<file path="src/rtl/core/vrc_pkg.sv">
// Package: transaction types and constants for the VRC bank mapper.
`default_nettype none
package vrc_pkg;

  localparam logic [1:0] FUNC_CPU_READ  = 2'd0;
  localparam logic [1:0] FUNC_CPU_WRITE = 2'd1;
  localparam logic [1:0] FUNC_PPU_READ  = 2'd2;
  localparam logic [1:0] FUNC_TICK      = 2'd3;

  localparam logic [1:0] TGT_NONE    = 2'd0;
  localparam logic [1:0] TGT_PRG_RAM = 2'd1;
  localparam logic [1:0] TGT_PRG_ROM = 2'd2;
  localparam logic [1:0] TGT_CHR_ROM = 2'd3;

  localparam logic [1:0] VAR_A1A6    = 2'd0;
  localparam logic [1:0] VAR_VRC2    = 2'd1;
  localparam logic [1:0] VAR_A2A3    = 2'd2;
  localparam logic [1:0] VAR_SWAPPED = 2'd3;

  localparam logic [1:0] CFG_BOARD_VARIANT = 2'd0;
  localparam logic [1:0] CFG_PRG_ROM_MASK  = 2'd1;
  localparam logic [1:0] CFG_CHR_ROM_MASK  = 2'd2;
  localparam logic [1:0] CFG_FOUR_SCREEN   = 2'd3;

  localparam int CFG_DATA_W = 19;

  typedef struct packed {
    logic [1:0]  func;
    logic [15:0] address;
    logic [7:0]  write_data;
  } in_item_t;

  typedef struct packed {
    logic [1:0]  target;
    logic [18:0] mem_address;
    logic        ram_write;
    logic [7:0]  ram_write_data;
    logic        irq;
    logic [1:0]  mirroring;
  } out_item_t;

  // Register write decoded from a remapped CPU write
  typedef struct packed {
    logic        en;
    logic [15:0] addr;
    logic [7:0]  data;
  } reg_wr_t;

  // Bank state seen by the address translator
  typedef struct packed {
    logic [4:0] prg_bank_low;
    logic [4:0] prg_bank_mid;
    logic       prg_swap;
    logic [1:0] mirror_mode;
    logic       irq_pending;
  } bank_state_t;

endpackage
`default_nettype wire

</file>
<file path="src/rtl/core/vrc_regs.sv">
// Mapper register file and IRQ counter with scanline prescaler.
`default_nettype none
module vrc_regs (
  input  wire logic                clk,
  input  wire logic                rst_n,
  input  wire logic                four_screen,
  input  wire vrc_pkg::reg_wr_t    wr,
  input  wire logic                tick,
  input  wire logic [2:0]          chr_sel,
  output vrc_pkg::bank_state_t     state,
  output logic [8:0]               chr_bank
);
  import vrc_pkg::*;

  logic [4:0] prg_bank_low_r, prg_bank_low_nxt;
  logic [4:0] prg_bank_mid_r, prg_bank_mid_nxt;
  logic       prg_swap_r, prg_swap_nxt;
  logic [8:0] chr_banks_r [8];
  logic [8:0] chr_banks_nxt [8];
  logic [1:0] mirror_mode_r, mirror_mode_nxt;
  logic [7:0] irq_latch_r, irq_latch_nxt;
  logic [7:0] irq_count_r, irq_count_nxt;
  logic [6:0] prescale_count_r, prescale_count_nxt;
  logic [1:0] prescale_phase_r, prescale_phase_nxt;
  logic       irq_armed_r, irq_armed_nxt;
  logic       rearm_r, rearm_nxt;
  logic       cycle_mode_r, cycle_mode_nxt;
  logic       irq_pending_r, irq_pending_nxt;

  logic [3:0] hi;
  logic [1:0] lo;
  logic [2:0] idx;
  logic [6:0] period;
  logic       step;

  assign hi = wr.addr[15:12];
  assign lo = wr.addr[1:0];
  assign idx = 3'(({1'b0, hi} - 5'd11) << 1) | {2'b00, lo[1]};
  assign period = (prescale_phase_r[1]) ? 7'd112 : 7'd113;

  always_comb begin
    prg_bank_low_nxt   = prg_bank_low_r;
    prg_bank_mid_nxt   = prg_bank_mid_r;
    prg_swap_nxt       = prg_swap_r;
    chr_banks_nxt      = chr_banks_r;
    mirror_mode_nxt    = mirror_mode_r;
    irq_latch_nxt      = irq_latch_r;
    irq_count_nxt      = irq_count_r;
    prescale_count_nxt = prescale_count_r;
    prescale_phase_nxt = prescale_phase_r;
    irq_armed_nxt      = irq_armed_r;
    rearm_nxt          = rearm_r;
    cycle_mode_nxt     = cycle_mode_r;
    irq_pending_nxt    = irq_pending_r;
    step               = 1'b0;

    // Tick: direct cycle count or prescaled scanline count
    if (tick) begin
      if (cycle_mode_r) begin
        step = 1'b1;
      end else if (prescale_count_r >= period) begin
        step = 1'b1;
        prescale_phase_nxt = (prescale_phase_r >= 2'd2) ? 2'd0 : prescale_phase_r + 2'd1;
        prescale_count_nxt = '0;
      end else begin
        prescale_count_nxt = prescale_count_r + 7'd1;
      end
    end
    if (step) begin
      if (irq_count_r == 8'hFF) begin
        if (irq_armed_r) begin
          irq_pending_nxt = 1'b1;
          irq_armed_nxt   = 1'b0;
        end
        irq_count_nxt = irq_latch_r;
      end else begin
        irq_count_nxt = irq_count_r + 8'd1;
      end
    end

    // Register writes
    if (wr.en) begin
      case (hi)
        4'h8: prg_bank_low_nxt = wr.data[4:0];
        4'h9: begin
          if (!lo[1]) begin
            if (!four_screen) mirror_mode_nxt = wr.data[1:0];
          end else begin
            prg_swap_nxt = wr.data[1];
          end
        end
        4'hA: prg_bank_mid_nxt = wr.data[4:0];
        4'hB, 4'hC, 4'hD, 4'hE: begin
          if (lo[0]) chr_banks_nxt[idx] = {wr.data[4:0], chr_banks_r[idx][3:0]};
          else       chr_banks_nxt[idx] = {chr_banks_r[idx][8:4], wr.data[3:0]};
        end
        4'hF: begin
          case (lo)
            2'd0: irq_latch_nxt = {irq_latch_r[7:4], wr.data[3:0]};
            2'd1: irq_latch_nxt = {wr.data[3:0], irq_latch_r[3:0]};
            2'd2: begin
              irq_pending_nxt = 1'b0;
              rearm_nxt       = wr.data[0];
              cycle_mode_nxt  = wr.data[2];
              if (wr.data[1]) begin
                irq_armed_nxt      = 1'b1;
                irq_count_nxt      = irq_latch_r;
                prescale_count_nxt = '0;
                prescale_phase_nxt = '0;
              end
            end
            default: begin
              irq_pending_nxt = 1'b0;
              if (rearm_r) irq_armed_nxt = 1'b1;
            end
          endcase
        end
        default: ;
      endcase
    end
  end

  always_ff @(posedge clk) begin
    if (!rst_n) begin
      prg_bank_low_r   <= '0;
      prg_bank_mid_r   <= 5'd1;
      prg_swap_r       <= 1'b0;
      for (int i = 0; i < 8; i++) chr_banks_r[i] <= '0;
      mirror_mode_r    <= '0;
      irq_latch_r      <= '0;
      irq_count_r      <= '0;
      prescale_count_r <= '0;
      prescale_phase_r <= '0;
      irq_armed_r      <= 1'b0;
      rearm_r          <= 1'b0;
      cycle_mode_r     <= 1'b0;
      irq_pending_r    <= 1'b0;
    end else begin
      prg_bank_low_r   <= prg_bank_low_nxt;
      prg_bank_mid_r   <= prg_bank_mid_nxt;
      prg_swap_r       <= prg_swap_nxt;
      chr_banks_r      <= chr_banks_nxt;
      mirror_mode_r    <= mirror_mode_nxt;
      irq_latch_r      <= irq_latch_nxt;
      irq_count_r      <= irq_count_nxt;
      prescale_count_r <= prescale_count_nxt;
      prescale_phase_r <= prescale_phase_nxt;
      irq_armed_r      <= irq_armed_nxt;
      rearm_r          <= rearm_nxt;
      cycle_mode_r     <= cycle_mode_nxt;
      irq_pending_r    <= irq_pending_nxt;
    end
  end

  assign state.prg_bank_low = prg_bank_low_r;
  assign state.prg_bank_mid = prg_bank_mid_r;
  assign state.prg_swap     = prg_swap_r;
  assign state.mirror_mode  = mirror_mode_r;
  assign state.irq_pending  = irq_pending_r;
  assign chr_bank           = chr_banks_r[chr_sel];

  // Pending only rises on a counter wrap while armed
  a_pend_rise: assert property (@(posedge clk) disable iff (!rst_n)
    $rose(irq_pending_r) |-> $past(irq_armed_r) && !irq_armed_r)
    else $error("irq pending rose without arm");
  // Armed and pending never both set
  a_arm_pend: assert property (@(posedge clk) disable iff (!rst_n)
    $rose(irq_pending_r) |-> !irq_armed_r)
    else $error("irq armed with pending");
  // Prescaler stays within its period
  a_presc: assert property (@(posedge clk) disable iff (!rst_n)
    prescale_count_r <= 7'd113)
    else $error("prescaler overrun");

endmodule
`default_nettype wire

</file>
<file path="src/rtl/core/vrc_xlat.sv">
// Write remap and read address translation for one transaction.
`default_nettype none
module vrc_xlat #(
  parameter int PRG_ADDR_BITS = 18,
  parameter int CHR_ADDR_BITS = 19
) (
  input  wire vrc_pkg::in_item_t     item,
  input  wire logic                  item_vld,
  input  wire logic [1:0]            board_variant,
  input  wire logic [17:0]           prg_rom_mask,
  input  wire logic [18:0]           chr_rom_mask,
  input  wire vrc_pkg::bank_state_t  state,
  input  wire logic [8:0]            chr_bank,
  output logic [2:0]                 chr_sel,
  output vrc_pkg::reg_wr_t           wr,
  output logic                       tick,
  output logic [1:0]                 target,
  output logic [18:0]                mem_address,
  output logic                       ram_write,
  output logic [7:0]                 ram_write_data
);
  import vrc_pkg::*;

  logic [15:0] a;
  logic [7:0]  d;
  logic        ram_rng, rom_rng;
  logic [1:0]  region;
  logic [4:0]  prg_bank;
  logic [17:0] prg_addr;
  logic [8:0]  cbank;
  logic [18:0] chr_addr;

  assign a       = item.address;
  assign ram_rng = (a[15:13] == 3'b011);
  assign rom_rng = a[15];
  assign region  = a[14:13];
  assign chr_sel = a[12:10];
  assign tick    = item_vld && (item.func == FUNC_TICK);

  // PRG bank select: fixed banks are the top two banks, 0x1E and 0x1F
  always_comb begin
    case (region)
      2'd0:    prg_bank = state.prg_swap ? 5'h1E : state.prg_bank_low;
      2'd1:    prg_bank = state.prg_bank_mid;
      2'd2:    prg_bank = state.prg_swap ? state.prg_bank_low : 5'h1E;
      default: prg_bank = 5'h1F;
    endcase
  end
  assign prg_addr = {prg_bank, a[12:0]} & prg_rom_mask
                  & 18'((19'd1 << PRG_ADDR_BITS) - 19'd1);

  assign cbank    = (board_variant == VAR_VRC2) ? {1'b0, chr_bank[8:1]} : chr_bank;
  assign chr_addr = {cbank, a[9:0]} & chr_rom_mask
                  & 19'((20'd1 << CHR_ADDR_BITS) - 20'd1);

  // Board wiring remap of register writes
  always_comb begin
    wr = '0;
    d  = item.write_data;
    if (item_vld && item.func == FUNC_CPU_WRITE && rom_rng) begin
      wr.en = 1'b1;
      case (board_variant)
        VAR_A1A6: wr.addr = {a[15:12], 10'd0, a[2:1] | a[7:6]};
        VAR_VRC2: begin
          if (a == 16'h9000 || a == 16'h9002) d = {7'd0, d[0]};
          wr.addr = {a[15:12], 10'd0, a[0], a[1]};
        end
        VAR_A2A3: begin
          if (a == 16'h9000 && d == 8'hFF) d = 8'h01;
          wr.addr = {a[15:12], 10'd0, a[1:0] | a[3:2]};
        end
        default: wr.addr = {a[15:12], 10'd0, {a[0], a[1]} | {a[2], a[3]}};
      endcase
      wr.data = d;
    end
  end

  always_comb begin
    target = TGT_NONE;
    mem_address = '0;
    ram_write = 1'b0;
    ram_write_data = '0;
    case (item.func)
      FUNC_CPU_READ: begin
        if (ram_rng) begin
          target = TGT_PRG_RAM;
          mem_address = {6'd0, a[12:0]};
        end else if (rom_rng) begin
          target = TGT_PRG_ROM;
          mem_address = {1'b0, prg_addr};
        end
      end
      FUNC_CPU_WRITE: begin
        if (board_variant != VAR_VRC2 && ram_rng) begin
          target = TGT_PRG_RAM;
          mem_address = {6'd0, a[12:0]};
          ram_write = 1'b1;
          ram_write_data = item.write_data;
        end
      end
      FUNC_PPU_READ: begin
        target = TGT_CHR_ROM;
        mem_address = chr_addr;
      end
      default: ;
    endcase
  end

endmodule
`default_nettype wire

</file>
<file path="src/rtl/core/vrc_bank_mapper_irq_unit.sv">
// Top level: VRC bank mapper with IRQ counter.
//
//  channel | ports                       | payload
//  --------+-----------------------------+------------
//  input   | in_valid / in_stall         | in_item_t
//  result  | out_valid / out_stall       | out_item_t
//  config  | cfg_we / cfg_index / cfg_data | 19-bit data
//
// One transaction per cycle while in_stall is low; its result is loaded into
// the output register at acceptance. State updates at the accept edge, the
// result holds the post-update irq and mirroring. Reset is synchronous,
// active low. A stall on the output holds the result and stalls the input
// only while the register is full and not being taken.
`default_nettype none
module vrc_bank_mapper_irq_unit #(
  parameter int PRG_ADDR_BITS = 18,
  parameter int CHR_ADDR_BITS = 19
) (
  input  wire logic                  clk,
  input  wire logic                  rst_n,
  input  wire logic                  in_valid,
  output logic                       in_stall,
  input  wire vrc_pkg::in_item_t     in_item,
  output logic                       out_valid,
  input  wire logic                  out_stall,
  output vrc_pkg::out_item_t         out_item,
  input  wire logic                  cfg_we,
  input  wire logic [1:0]            cfg_index,
  input  wire logic [vrc_pkg::CFG_DATA_W-1:0] cfg_data
);
  import vrc_pkg::*;

  logic [1:0]  board_variant_r;
  logic [17:0] prg_rom_mask_r;
  logic [18:0] chr_rom_mask_r;
  logic        four_screen_r;
  logic        acc;
  bank_state_t state, state_post;
  reg_wr_t     wr;
  logic        tick;
  logic [2:0]  chr_sel;
  logic [8:0]  chr_bank;
  logic [1:0]  target;
  logic [18:0] mem_address;
  logic        ram_write;
  logic [7:0]  ram_write_data;
  logic        out_valid_r;
  out_item_t   out_item_r;
  logic        pend_seen_r;

  // Configuration registers
  always_ff @(posedge clk) begin
    if (!rst_n) begin
      board_variant_r <= '0;
      prg_rom_mask_r  <= '1;
      chr_rom_mask_r  <= '1;
      four_screen_r   <= 1'b0;
    end else if (cfg_we) begin
      case (cfg_index)
        CFG_BOARD_VARIANT: board_variant_r <= cfg_data[1:0];
        CFG_PRG_ROM_MASK:  prg_rom_mask_r  <= cfg_data[17:0];
        CFG_CHR_ROM_MASK:  chr_rom_mask_r  <= cfg_data[18:0];
        CFG_FOUR_SCREEN:   four_screen_r   <= cfg_data[0];
        default: ;
      endcase
    end
  end

  assign in_stall = out_valid_r && out_stall;
  assign acc      = in_valid && !in_stall;

  vrc_xlat #(.PRG_ADDR_BITS(PRG_ADDR_BITS), .CHR_ADDR_BITS(CHR_ADDR_BITS)) u_xlat (
    .item(in_item), .item_vld(acc), .board_variant(board_variant_r),
    .prg_rom_mask(prg_rom_mask_r), .chr_rom_mask(chr_rom_mask_r),
    .state(state), .chr_bank(chr_bank), .chr_sel(chr_sel), .wr(wr), .tick(tick),
    .target(target), .mem_address(mem_address), .ram_write(ram_write),
    .ram_write_data(ram_write_data)
  );

  vrc_regs u_regs (
    .clk(clk), .rst_n(rst_n), .four_screen(four_screen_r), .wr(wr), .tick(tick),
    .chr_sel(chr_sel), .state(state), .chr_bank(chr_bank)
  );

  // irq and mirroring are the values after this transaction: read next cycle
  assign state_post = state;

  always_ff @(posedge clk) begin
    if (!rst_n) begin
      out_valid_r <= 1'b0;
      pend_seen_r <= 1'b0;
    end else begin
      if (acc) out_valid_r <= 1'b1;
      else if (!out_stall) out_valid_r <= 1'b0;
      pend_seen_r <= acc;
    end
  end

  always_ff @(posedge clk) begin
    if (acc) begin
      out_item_r.target         <= target;
      out_item_r.mem_address    <= mem_address;
      out_item_r.ram_write      <= ram_write;
      out_item_r.ram_write_data <= ram_write_data;
    end
  end

  // Live state is only post-update for the newest result; freeze it after
  logic       irq_hold_r;
  logic [1:0] mir_hold_r;
  always_ff @(posedge clk) begin
    if (pend_seen_r) begin
      irq_hold_r <= state_post.irq_pending;
      mir_hold_r <= state_post.mirror_mode;
    end
  end

  assign out_valid = out_valid_r;
  always_comb begin
    out_item.target         = out_item_r.target;
    out_item.mem_address    = out_item_r.mem_address;
    out_item.ram_write      = out_item_r.ram_write;
    out_item.ram_write_data = out_item_r.ram_write_data;
    out_item.irq            = pend_seen_r ? state_post.irq_pending : irq_hold_r;
    out_item.mirroring      = pend_seen_r ? state_post.mirror_mode : mir_hold_r;
  end

  a_stall_hold: assert property (@(posedge clk) disable iff (!rst_n)
    out_valid && out_stall |=> out_valid)
    else $error("result dropped under stall");
  a_no_acc_full: assert property (@(posedge clk) disable iff (!rst_n)
    out_valid_r && out_stall |-> !acc)
    else $error("accepted into full register");
  a_fresh: assert property (@(posedge clk) disable iff (!rst_n)
    pend_seen_r |-> out_valid_r)
    else $error("fresh result without valid");

endmodule
`default_nettype wire
</file>
<file path="config.mk">
export PLATFORM = sky130hd
export DESIGN_NAME = vrc_bank_mapper_irq_unit
export DESIGN_NICKNAME = d
export VERILOG_FILES = /design/src/rtl/core/vrc_pkg.sv /design/src/rtl/core/vrc_regs.sv /design/src/rtl/core/vrc_xlat.sv /design/src/rtl/core/vrc_bank_mapper_irq_unit.sv
export SDC_FILE = /design/constraint.sdc
export NUM_CORES = 1
export LEC_CHECK = 0
export BUFFER_PORTS_ARGS = -buffer_cell sky130_fd_sc_hd__buf_2
export CAP_MARGIN = 20
export CELL_PAD_IN_SITES_DETAIL_PLACEMENT = 0
export CELL_PAD_IN_SITES_GLOBAL_PLACEMENT = 2
export CORE_UTILIZATION = 35
export CTS_CLUSTER_SIZE = 40
export DETAILED_ROUTE_END_ITERATION = 12
export MAX_ROUTING_LAYER = met4
export PLACE_DENSITY = 0.8
export SLEW_MARGIN = 20
export SYNTH_ARGS = -nofsm -noshare
export SYNTH_HDL_FRONTEND = slang
export SYNTH_HIERARCHICAL = 1
export SYNTH_SLANG_ARGS = --single-unit
export TNS_END_PERCENT = 50
</file>
<file path="constraint.sdc">
create_clock -name clk -period 6.2 [get_ports clk]
set_clock_uncertainty 0.2 [all_clocks]
set_input_delay 1.24 -clock clk [delete_from_list [all_inputs] [get_ports clk]]
set_output_delay 1.24 -clock clk [all_outputs]
set_load 0.1 [all_outputs]
</file>
Word-level counts from Yosys, hierarchy flattened
Index checks and enable logic that the tools add are counted.
{"block": "op_classes", "bitwise_logic": 12, "add_sub_neg": 4, "order_cmp": 5, "reduce_logical": 30, "muxes": 72, "eq_ne": 27}
{"operator": "$bwmux W72", "n": 2}
{"operator": "$mux W72", "n": 1}
{"operator": "$mux W8", "n": 8}
{"operator": "$pmux W19 S3", "n": 1}
{"operator": "$bmux W9 S3", "n": 2}
{"operator": "$mux W9", "n": 6}
{"operator": "$mux W7", "n": 7}
{"operator": "$mux W18", "n": 2}
{"operator": "$eq A16 B16 Y1 const B", "n": 2}
{"operator": "$eq A4 B4 Y1 const B", "n": 8}
{"operator": "$pmux W8 S2", "n": 2}
{"operator": "$demux W9 S3", "n": 1}
{"operator": "$mux W25", "n": 1}
{"operator": "$mux W2", "n": 11}
{"operator": "$mux W1", "n": 21}
{"operator": "$and A19 B19 Y19", "n": 1}
{"operator": "$and A18 B18 Y18", "n": 1}
{"operator": "$eq A8 B8 Y1 const B", "n": 2}
{"operator": "$reduce_and A2 Y1", "n": 8}
{"operator": "$pmux W5 S3", "n": 1}
{"operator": "$eq A2 B2 Y1 const B", "n": 7}
{"operator": "$mux W13", "n": 1}
{"operator": "$pmux W2 S3", "n": 2}
{"operator": "$reduce_and A4 Y1", "n": 3}
{"operator": "other kinds (24)", "n": 49}
{"block": "word_totals", "output_inout_bits": 35, "inputBits": 52, "elab_cells": 183, "ff_bits": 189}

Longest topological paths before layout
Gate-level depths: netlist of run 1.
{"block": "logic_depth", "ltp_word": 15, "depth_mapped": 15}

Cells and area by module
Netlist of run 1, hierarchy kept.
{"mod": "vrc_regs", "seq_area_each_um2": 2282.2, "cells_per_inst": 656, "instances": 1, "area_per_inst_um2": 6282.3}
{"mod": "vrc_bank_mapper_irq_unit", "seq_area_each_um2": 1801.7, "cells_per_inst": 201, "instances": 1, "area_per_inst_um2": 2756.4}
{"mod": "vrc_xlat", "seq_area_each_um2": 0.0, "cells_per_inst": 167, "instances": 1, "area_per_inst_um2": 1134.8}

Worst setup path after synthesis of run 1
OpenSTA, ideal clock, no wires.
{"block": "synth_timing", "kind": "input port to flip-flop", "startpoint": "input port in_valid", "endpoint": "register u_regs/chr_banks_r[52] (netlist bit)", "arrival_time_ns": 6.198, "t_required_ns": 5.878, "path_buffers": 4, "setup_slack_ns": -0.320, "stages": 14, "cell_sequence": "a21boi_0 > and4b_1 > buf_2 > and2_1 > buf_6 > buf_8 > inv_1 > ha_1 > nor3_1 > a2bb2oi_1 > nor3b_2 > buf_2 > o21ai_0 > a21oi_1"}
{"element": "start, declared", "line": "vrc_bank_mapper_irq_unit.sv:21", "rtl": "input wire logic in_valid,"}
{"element": "end signal, assigned", "line": "vrc_regs.sv:142", "rtl": "chr_banks_r <= chr_banks_nxt;"}
{"element": "end, declared", "line": "vrc_regs.sv:18", "rtl": "logic [8:0] chr_banks_r [8];"}

==> results of run 1 <==
[worst max-delay path: stages]
cell,delay (ns)
buf_2,0.22
and4b_1,0.63
and2_1,0.64
inv_1,0.23
ha_1,0.34
nor3_1,0.33
a2bb2oi_1,0.48
nor3b_2,0.29
o21ai_0,0.25
a21oi_1,0.06
[report_power, final]
part	internal [mW]	total, mW	switching, mW	leakage [nW]
Clock	0.564	1.09	0.531	0.283
Combinational	0.0710	0.269	0.198	2.27
Sequential	1.27	1.28	0.00887	1.59
[area by class of cell]
| class | count | area, µm² |
|---|---|---|
| multi-input combinational | 722 | 5473 |
| timing repair buffer | 99 | 534.3 |
| fill | 2803 | 16800 |
| clock buffer | 19 | 464.2 |
| tap | 378 | 473.0 |
| sequential | 189 | 4084 |
| inverter | 17 | 63.81 |
| clock inverter | 13 | 117.6 |
[path summary, 6_finish.rpt]
| check | slack (ns) | endpoint |
|---|---|---|
| setup / recovery | 1.54 | u_regs/chr_banks_r[47] |
| hold / removal | 0.27 | u_regs/prg_bank_low_r[4] |
| setup reg to reg | 2.14 | u_regs/chr_banks_r[46] |
| hold reg to reg | 0.27 | u_regs/prg_bank_low_r[4] |
[routing by layer]
metal / track usage, % / share of wire (%)
met1: 26.64 / 47
met2: 30.86 / 46
met3: 3.037 / 5.5
met4: 5.823 / 1.5
met5: - / 0
[per-stage QoR]
step | std cells | worst slack (ns) | area (µm²) | hold slack, ns | total power [mW]
2_1_floorplan | 1010 | 0.5412 | 10070 | 0.2382 | 1.511
3_3_place_gp | 1404 | 1.291 | 10610 | 0.2537 | 1.574
3_5_place_dp | 1404 | 1.185 | 10610 | 0.2612 | 1.575
4_1_cts | 1436 | 1.654 | 11190 | 0.2729 | 2.670
5_1_grt | 1437 | 1.241 | 11210 | 0.2958 | 2.732
6_report | 1437 | 1.538 | 11210 | 0.2677 | 2.640
[cell usage in the layout (no fill, tap or decap), types with 12 or more instances in the layout]
| cell | count |
|---|---|
| nand2_1 | 109 |
| o21ai_0 | 75 |
| mux2_2 | 22 |
| ha_1 | 14 |
| buf_4 | 13 |
| mux4_1 | 12 |
| mux2i_1 | 65 |
| nand3_1 | 27 |
| inv_1 | 17 |
| and2_1 | 25 |
| dfxtp_1 | 159 |
| a31oi_1 | 44 |
| nor2b_1 | 74 |
| edfxtp_1 | 30 |
| a21oi_1 | 50 |
| clkbuf_16 | 18 |
| a22oi_1 | 29 |
| nor2_1 | 22 |
| mux4_2 | 24 |
| buf_2 | 85 |
[sequential cells by signal, indices dropped and copies added (netlist names), 7 cells and up]
name / cells
u_regs/irq_count_r: 8
u_regs/prescale_count_r: 7
u_regs/irq_latch_r: 8
chr_rom_mask_r: 19
prg_rom_mask_r: 18
out_item: 30
u_regs/chr_banks_r: 72
==> run metrics, run 1 <==
CP startpoint kind=input port; Slew @ Worst Pin=1.117 ns; aggregate routed wire length=28.02 mm; postcts setup bufs=0; VDD IR-drop max=0.1814 mV; CP Max Fanout=18; CTS buffer count=17; GRT Overall Usage=19.88%; vias=7909; Initial Util=35.96%; final core utilization=40.02%; Post-Syn Instances=1010; CTS max path bufs=2; WL/cell=19.50 µm; CP Class=in2reg; arrival time worst endpoint=4.74 ns; syn avg cell area=9.972 µm²; maximum clock rate=214.5 MHz; minimum period implied by the final worst setup slack=4.662 ns; P per Cell Area=235.5 nW/µm²; initial antenna violation count=0; Worst-Skew Late Latency=0.44 ns; total gr overflow=0; num ports=87; P&R area growth vs syn=11.29%; number of routed nets with antenna violations=0; Root Buffer=clkbuf_16; reg2reg path depth=10; Ys Warns=6; DRT Pass-1 Iters=5; Final HPWL DP=18.75 mm; syn_nets=1076; part of the cycle the worst path needs=75.20%; GPL Wtd Cong=0.7947; TritonCTS clock tree=yes; Slew headroom=25.22%; Reg2Reg Launch Point=board_variant_r[1]; nets=1112; H-tree Lvls=4; row cnt=61; Critical Path End Type=flop; n_diodes=0; core footprint=28010 µm²; # DRC=0; cts hold-fix bufs=0; Port Buffers=86; Die Ht=171.6 µm; Worst setup startpoint=in_item[25]; Setup TNS Final=0 ns; Hold Path Class=reg2reg; Initial DRC Count=655; first-pass GRT wire length=43.25 mm; die area=29460 µm²; fin. max-slew vios=0; # resized after CTS=0; Worst-path clk slew=0.07 ns; Sink Count=189; fraction of layout cells with a size suffix above 1=19.45%; status=complete, no violations; final number of setup-violating endpoints=0; Final Hold Viols=0; vias in the first global route=7488; Leakage=4.143 nW; die width=171.6 µm; Syn Std Cell Area=10070 µm²; post-DR vias/cell=5.504; unrepaired setup endpoints after global routing=false; Crit path required time=6.28 ns; Hold Path Cell Cnt=2; max-cap viol count=0; worst min-delay path startpoint=u_regs/prg_bank_low_r[4]; largest net degree at the start of global routing=63
(Power assumes the default switching activity.)
==> run 2: changes to the inputs <==
--- a/config.mk
+++ b/config.mk
@@ -5,6 +5,7 @@
 export SDC_FILE = /design/constraint.sdc
 export NUM_CORES = 1
 export LEC_CHECK = 0
+export ABC_AREA = 1
 export BUFFER_PORTS_ARGS = -buffer_cell sky130_fd_sc_hd__buf_2
 export CAP_MARGIN = 20
 export CELL_PAD_IN_SITES_DETAIL_PLACEMENT = 0
@@ -13,7 +14,7 @@
 export CTS_CLUSTER_SIZE = 40
 export DETAILED_ROUTE_END_ITERATION = 12
 export MAX_ROUTING_LAYER = met4
-export PLACE_DENSITY = 0.8
+export PLACE_DENSITY = 0.84
 export SLEW_MARGIN = 20
 export SYNTH_ARGS = -nofsm -noshare
 export SYNTH_HDL_FRONTEND = slang
==> constraint.sdc (replaced) <==
create_clock -name clk -period 4.4 [get_ports clk]
set_clock_uncertainty 0.2 [all_clocks]
set_input_delay 0.88 -clock clk [delete_from_list [all_inputs] [get_ports clk]]
set_output_delay 0.88 -clock clk [all_outputs]
set_load 0.1 [all_outputs]
==> run 2 against run 1 <==
  * Clock-buffer cell count grew 1
  * Combinational power rose by 86%
  * Flip-flop and latch count stayed put
  * Sequential share of layout area fell by 1.7 points
  * Design area is 4.7% higher
  * Largest power group unchanged
  * Total power is 47% higher
==> run metrics, run 2 <==
Die Ht=176.5 µm (+2.8%); minimum period implied by the final worst setup slack=3.404 ns; Leakage=4.723 nW (+14%); die width=176.5 µm (+2.8%); Crit path required time=4.53 ns (-1.75 ns); vias in the first global route=8935 (+19%); sw frac=30.56% (+2.6 points); max reg flops=72 (unchanged); fin. max-slew vios=0 (unchanged); Reg2Reg Launch Point=board_variant_r[1]; row cnt=63 (+3.3%); largest net degree at the start of global routing=107 (+70%); GRT Overall Usage=22.64% (+2.8 points); Critical Path Sink=u_regs/chr_banks_r[71]; P&R area growth vs syn=10.18%; DRT Pass-1 Iters=6 (+1); unrepaired setup endpoints after global routing=false; Seq pwr share=46.9% (-1.5 points); Setup TNS Final=0 ns (unchanged); Root Buffer=clkbuf_16; Critical Path End Type=flop; die area=31150 µm² (+5.7%); total gr overflow=0 (unchanged); Hold Path Class=reg2reg; final core utilization=39.41% (-0.61 points); RR Endpoint=u_regs/chr_banks_r[14]; TritonCTS clock tree=yes; Final HPWL DP=24.29 mm (+30%); P per Cell Area=329.5 nW/µm² (+40%); delay-heaviest family, CP=simple AND/OR/NAND/NOR gates; CP Max Fanout=10 (-8); Post-Syn Instances=1449 (+43%); fraction of layout cells with a size suffix above 1=16.43% (-3.0 points); Initial DRC Count=841 (+28%); CTS max path bufs=2 (unchanged); post-DR vias/cell=5.310 (-3.5%); core footprint=29800 µm² (+6.4%); Worst-path clk slew=0.08 ns (about the same); commonest non-fill, non-tap cell in the layout=nand2_1; Setup Slack @ Placement=0.5168 ns (-0.6682 ns); Worst path depth=13 (+3); max-cap viol count=0 (unchanged); cts hold-fix bufs=0 (unchanged); Slew @ Worst Pin=0.8680 ns (-0.2488 ns); largest register by flop count=u_regs/chr_banks_r; number of routed nets with antenna violations=0 (unchanged); nets=1550 (+39%); R2R setup slack=1.16 ns (-0.98 ns); critical-path cell list=buf_2, inv_2, nand2_1, inv_1, nand3_2, nor2_1, inv_1, ha_1, inv_2, nand3_1, nand3_1, nand2_2, a21oi_1; Finished Cell Area=11740 µm² (+4.7%); placed inst area=11160 µm² (+5.2%); arrival time worst endpoint=3.53 ns (-1.21 ns); CP startpoint kind=input port; H-tree Lvls=4 (unchanged); Port Buffers=86 (unchanged); status=complete, no violations; CP Class=in2reg; reg2reg path depth=13 (+3); Ys Warns=6 (unchanged); # DRC=0 (unchanged); Initial Util=35.76% (-0.19 points); Syn Std Cell Area=10660 µm² (+5.8%); Slew headroom=42.14% (+17 points); Final WS setup=0.9958 ns (-0.5420 ns); Net Sw Power=1.182 mW (+60%); first-pass GRT wire length=52.80 mm (+22%); Sink Count=189 (unchanged); Logic pwr share=12.9% (+2.7 points); Worst setup startpoint=in_item[25]; syn avg cell area=7.354 µm² (-26%); worst min-delay path startpoint=u_regs/irq_latch_r[0]; Clock Power Share=40.2% (-1.3 points); maximum clock rate=293.8 MHz; commonest cells after routing, fill and taps aside=194 x nand2_1, 168 x a21oi_1, 159 x dfxtp_1; part of the cycle the worst path needs=77.37%; CTS buffer count=17 (unchanged); aggregate routed wire length=34.07 mm (+22%); final number of setup-violating endpoints=0 (unchanged); initial antenna violation count=1 (+1); # resized after CTS=0 (unchanged); syn_nets=1515 (+41%); num ports=87 (unchanged); internal power=2.686 mW (+41%); VDD IR-drop max=0.2221 mV (+22%); GPL Wtd Cong=0.8699 (+9.5%); Final Hold Viols=0 (unchanged); postcts setup bufs=0 (unchanged); WP buf/inv=5 (+3); Slowest-stage cell, CP=ha_1; max incr delay on CP=0.66 ns (+0.02 ns); Worst-Skew Late Latency=0.45 ns (about the same); vias=10025 (+27%); WL/cell=18.04 µm (-7.5%)
==> run 2: metrics by stage <==
stage	instances	hold slack, ns	power (mW)
finish	1888	0.2600	3.868
global route	1888	0.2802	4.014
CTS	1887	0.2593	3.907
detailed placement	1855	0.2445	2.349
global placement	1855	0.2398	2.351
floorplan	1449	0.2290	2.222
==> run 2: worst min-delay path by stage <==
stage | to | slack, ns | cells after the start
after floorplan | chr_rom_mask_r[13] | 0.23 | 2
after global placement | prg_rom_mask_r[13] | 0.24 | 2
after detailed placement | prg_rom_mask_r[8] | 0.24 | 2
after CTS | u_regs/irq_latch_r[4] | 0.26 | 2
after global routing | chr_rom_mask_r[17] | 0.28 | 2
final | u_regs/irq_latch_r[0] | 0.26 | 2
==> run 2: final cells by class <==
type / count / area, µm²
Antenna cell: 1 / 2.502
Inverter: 148 / 575.6
Tap cell: 390 / 488.0
Multi-Input combinational cell: 1029 / 5472
Sequential cell: 189 / 4084
Clock buffer: 20 / 456.7
Clock inverter: 12 / 120.1
Timing Repair Buffer: 99 / 543.0
Fill cell: 3160 / 18050
==> run 2: power by group through the flow <==
stage,Sequential (mW),Combinational [mW],Clock (mW)
after floorplan,1.99,0.235,0
after global placement,1.85,0.498,0
after detailed placement,1.85,0.497,0
after CTS,1.81,0.498,1.60
after global routing,1.82,0.537,1.66
final,1.81,0.499,1.56
==> run 2: layer usage <==
layer	vias to the layer above	global-route usage, %	wire [µm]
met5	-	-	0
met4	0	5.065	349
met3	22	2.778	1990
met2	304	32.79	15010
met1	4685	33.21	16710
li1	5014	-	-
==> run 2: worst reg2reg max path: cells and delay by family, from the launching register on <==
family,cells,cell delay [ns]
AO/OA/AOI/OAI,3,0.39
buffers and inverters,5,1.16
AND/OR/NAND/NOR,4,0.60
flip-flops,1,0.39
adder cells (fa/ha/maj),1,0.40
==> run 3: changes to the inputs <==
--- a/config.mk
+++ b/config.mk
@@ -10,11 +10,11 @@
 export CAP_MARGIN = 20
 export CELL_PAD_IN_SITES_DETAIL_PLACEMENT = 0
 export CELL_PAD_IN_SITES_GLOBAL_PLACEMENT = 2
-export CORE_UTILIZATION = 35
+export CORE_UTILIZATION = 32
 export CTS_CLUSTER_SIZE = 40
 export DETAILED_ROUTE_END_ITERATION = 12
 export MAX_ROUTING_LAYER = met4
-export PLACE_DENSITY = 0.84
+export PLACE_DENSITY = 0.81
 export SLEW_MARGIN = 20
 export SYNTH_ARGS = -nofsm -noshare
 export SYNTH_HDL_FRONTEND = slang
==> constraint.sdc (replaced) <==
create_clock -name clk -period 2.9 [get_ports clk]
set_clock_uncertainty 0.2 [all_clocks]
set_input_delay 0.58 -clock clk [delete_from_list [all_inputs] [get_ports clk]]
set_output_delay 0.58 -clock clk [all_outputs]
set_load 0.1 [all_outputs]
==> run 3 against run 2 <==
  * Sequential power is 52% higher
  * Cell count increased by 8.4%
  * Clock-buffer cell count decreased by 2
  * Global-route usage grew 1.4 points
  * Largest cell class unchanged
  * Die area increased by 9.3%
  * Critical endpoint is now u_regs/chr_banks_r[57]
  * First-iteration DRC count is 5.2% lower
  * Total power rose by 57%
  * Combinational power grew 81%
  * Via count rose by 6.6%
  * Largest power group unchanged
  * Sequential share of layout area shrank 3.5 points
  * Non-clock buffer count up 108
==> run metrics, run 3 (synthesized netlist as in run 2, its figures left out) <==
status=complete, no violations; total gr overflow=0 (unchanged); DRT Pass-1 Iters=5 (-1); die area=34030 µm² (+9.3%); Final HPWL DP=28.30 mm (+17%); Slowest-stage cell, CP=nor2_4; Worst-Skew Late Latency=0.46 ns (about the same); TritonCTS clock tree=yes; first-pass GRT wire length=59.55 mm (+13%); max reg flops=72 (unchanged); CTS buffer count=17 (unchanged); Final Hold Viols=0 (unchanged); Root Buffer=clkbuf_16; final non-filler cell total=2047 (+8.4%); fraction of layout cells with a size suffix above 1=24.98% (+8.6 points); Slew @ Worst Pin=0.7393 ns (-0.1286 ns); Cells after DPL=2015 (+8.6%); largest net degree at the start of global routing=47 (-56%); GPL Wtd Cong=0.9541 (+9.7%); Port Buffers=86 (unchanged); minimum period implied by the final worst setup slack=2.703 ns; delay-heaviest family, CP=simple AND/OR/NAND/NOR gates; final number of setup-violating endpoints=0 (unchanged); nets=1658 (+7.0%); WP buf/inv=3 (-2); VDD IR-drop max=0.3970 mV (+79%); WL/cell=18.86 µm (+4.5%); Initial DRC Count=797 (-5.2%); Sink Count=189 (unchanged); number of routed nets with antenna violations=0 (unchanged); n_diodes=0 (-1); Hold Path Class=in2reg; commonest cells after routing, fill and taps aside=192 x nand2_1, 168 x a21oi_1, 158 x dfxtp_1; largest register by flop count=u_regs/chr_banks_r; Slew headroom=50.53% (+8.4 points); Crit path required time=3.05 ns (-1.48 ns); CP Max Fanout=11 (+1); # DRC=0 (unchanged); # resized after CTS=0 (unchanged); CP startpoint kind=flop; critical-path cell list=nand2_8, nand2_4, clkinvlp_4, nand3_2, nor2_2, ha_1, buf_4, nand2_1, nor2_4, inv_2, nor2_1, a21oi_2; Initial Util=32.67% (-3.1 points); Pwr Total=6.064 mW (+57%); H-tree Lvls=4 (unchanged); Worst-path clk slew=0.09 ns (about the same); Die Ht=184.5 µm (+4.5%); die width=184.5 µm (+4.5%); vias in the first global route=10318 (+15%); Critical Path End Type=flop; Leakage=5.355 nW (+13%); P&R area growth vs syn=22.65%; GRT Overall Usage=24.03% (+1.4 points); aggregate routed wire length=38.60 mm (+13%); core footprint=32620 µm² (+9.5%); part of the cycle the worst path needs=93.22%; commonest non-fill, non-tap cell in the layout=nand2_1; postcts setup bufs=0 (unchanged); arrival time worst endpoint=2.85 ns (-0.68 ns); maximum clock rate=369.9 MHz; vias=10687 (+6.6%); cts hold-fix bufs=0 (unchanged); CP Class=reg2reg; max-cap viol count=0 (unchanged); filler cell count in the final layout=3429 (+8.5%); initial antenna violation count=0 (-1); fin. max-slew vios=0 (unchanged); max incr delay on CP=0.40 ns (-0.26 ns); P per Cell Area=464.0 nW/µm² (+41%); num ports=87 (unchanged); CTS max path bufs=2 (unchanged); post-DR vias/cell=5.221 (-1.7%); unrepaired setup endpoints after global routing=false; row cnt=66 (+4.8%)
==> run 3: worst paths after layout <==
path	from	end	slack, ns	cells after the start
min reg2reg	u_regs/irq_latch_r[5]	u_regs/irq_latch_r[5]	0.26	2
max reg2reg	out_valid	u_regs/chr_banks_r[57]	0.20	12
min	cfg_data[18]	chr_rom_mask_r[18]	0.17	3
max	out_valid	u_regs/chr_banks_r[57]	0.20	12
==> run 3: per-layer routing <==
metal  GRT usage, %  part of all wire (%)  vias up
met5              -                     0        -
met4          10.83                   3.8        0
met3          3.636                   5.0       81
met2          36.88                    45      332
met1          31.08                    46     5035
li1               -                     -     5239
==> run 3: final cells by class <==
class                   count  area (µm²)  share of cell area, %
well taps                 442       553.0                  4.231
multi-input cells        1029        5662                  43.32
clock buffers              18       429.2                  3.284
inverters                 148       601.8                  4.605
flip-flops and latches    189        4088                  31.28
clock inverters            14       170.2                  1.302
repair buffers            207        1567                  11.99
==> run 3: power by group <==
| part | switching, mW | internal, mW | total, mW |
|---|---|---|---|
| Combinational | 0.654 | 0.248 | 0.902 |
| Sequential | 0.0274 | 2.72 | 2.75 |
| Clock | 1.24 | 1.17 | 2.41 |
| Total | 1.93 | 4.14 | 6.06 |
==> run 3: tightest hold or removal path, delay by kind of cell <==
kind	cells	cell delay, ns
buffers and inverters	1	0.08
and+or+nand+nor	2	0.16
==> run 3: metrics by stage <==
stage	hold WS [ns]	utilization [%]	setup TNS (ns)	cell area, µm²	setup WS [ns]
finish	0.1713	40.07	0	13070	0.1965
global route	0.1831	40.07	0	13070	0.03669
CTS	0.1548	40.05	0	13070	0.1821
detailed placement	0.2425	38.22	-5.189	12470	-0.1669
global placement	0.2380	38.22	-1.623	12470	-0.07578
floorplan	0.2290	-	-19.10	10900	-0.3648
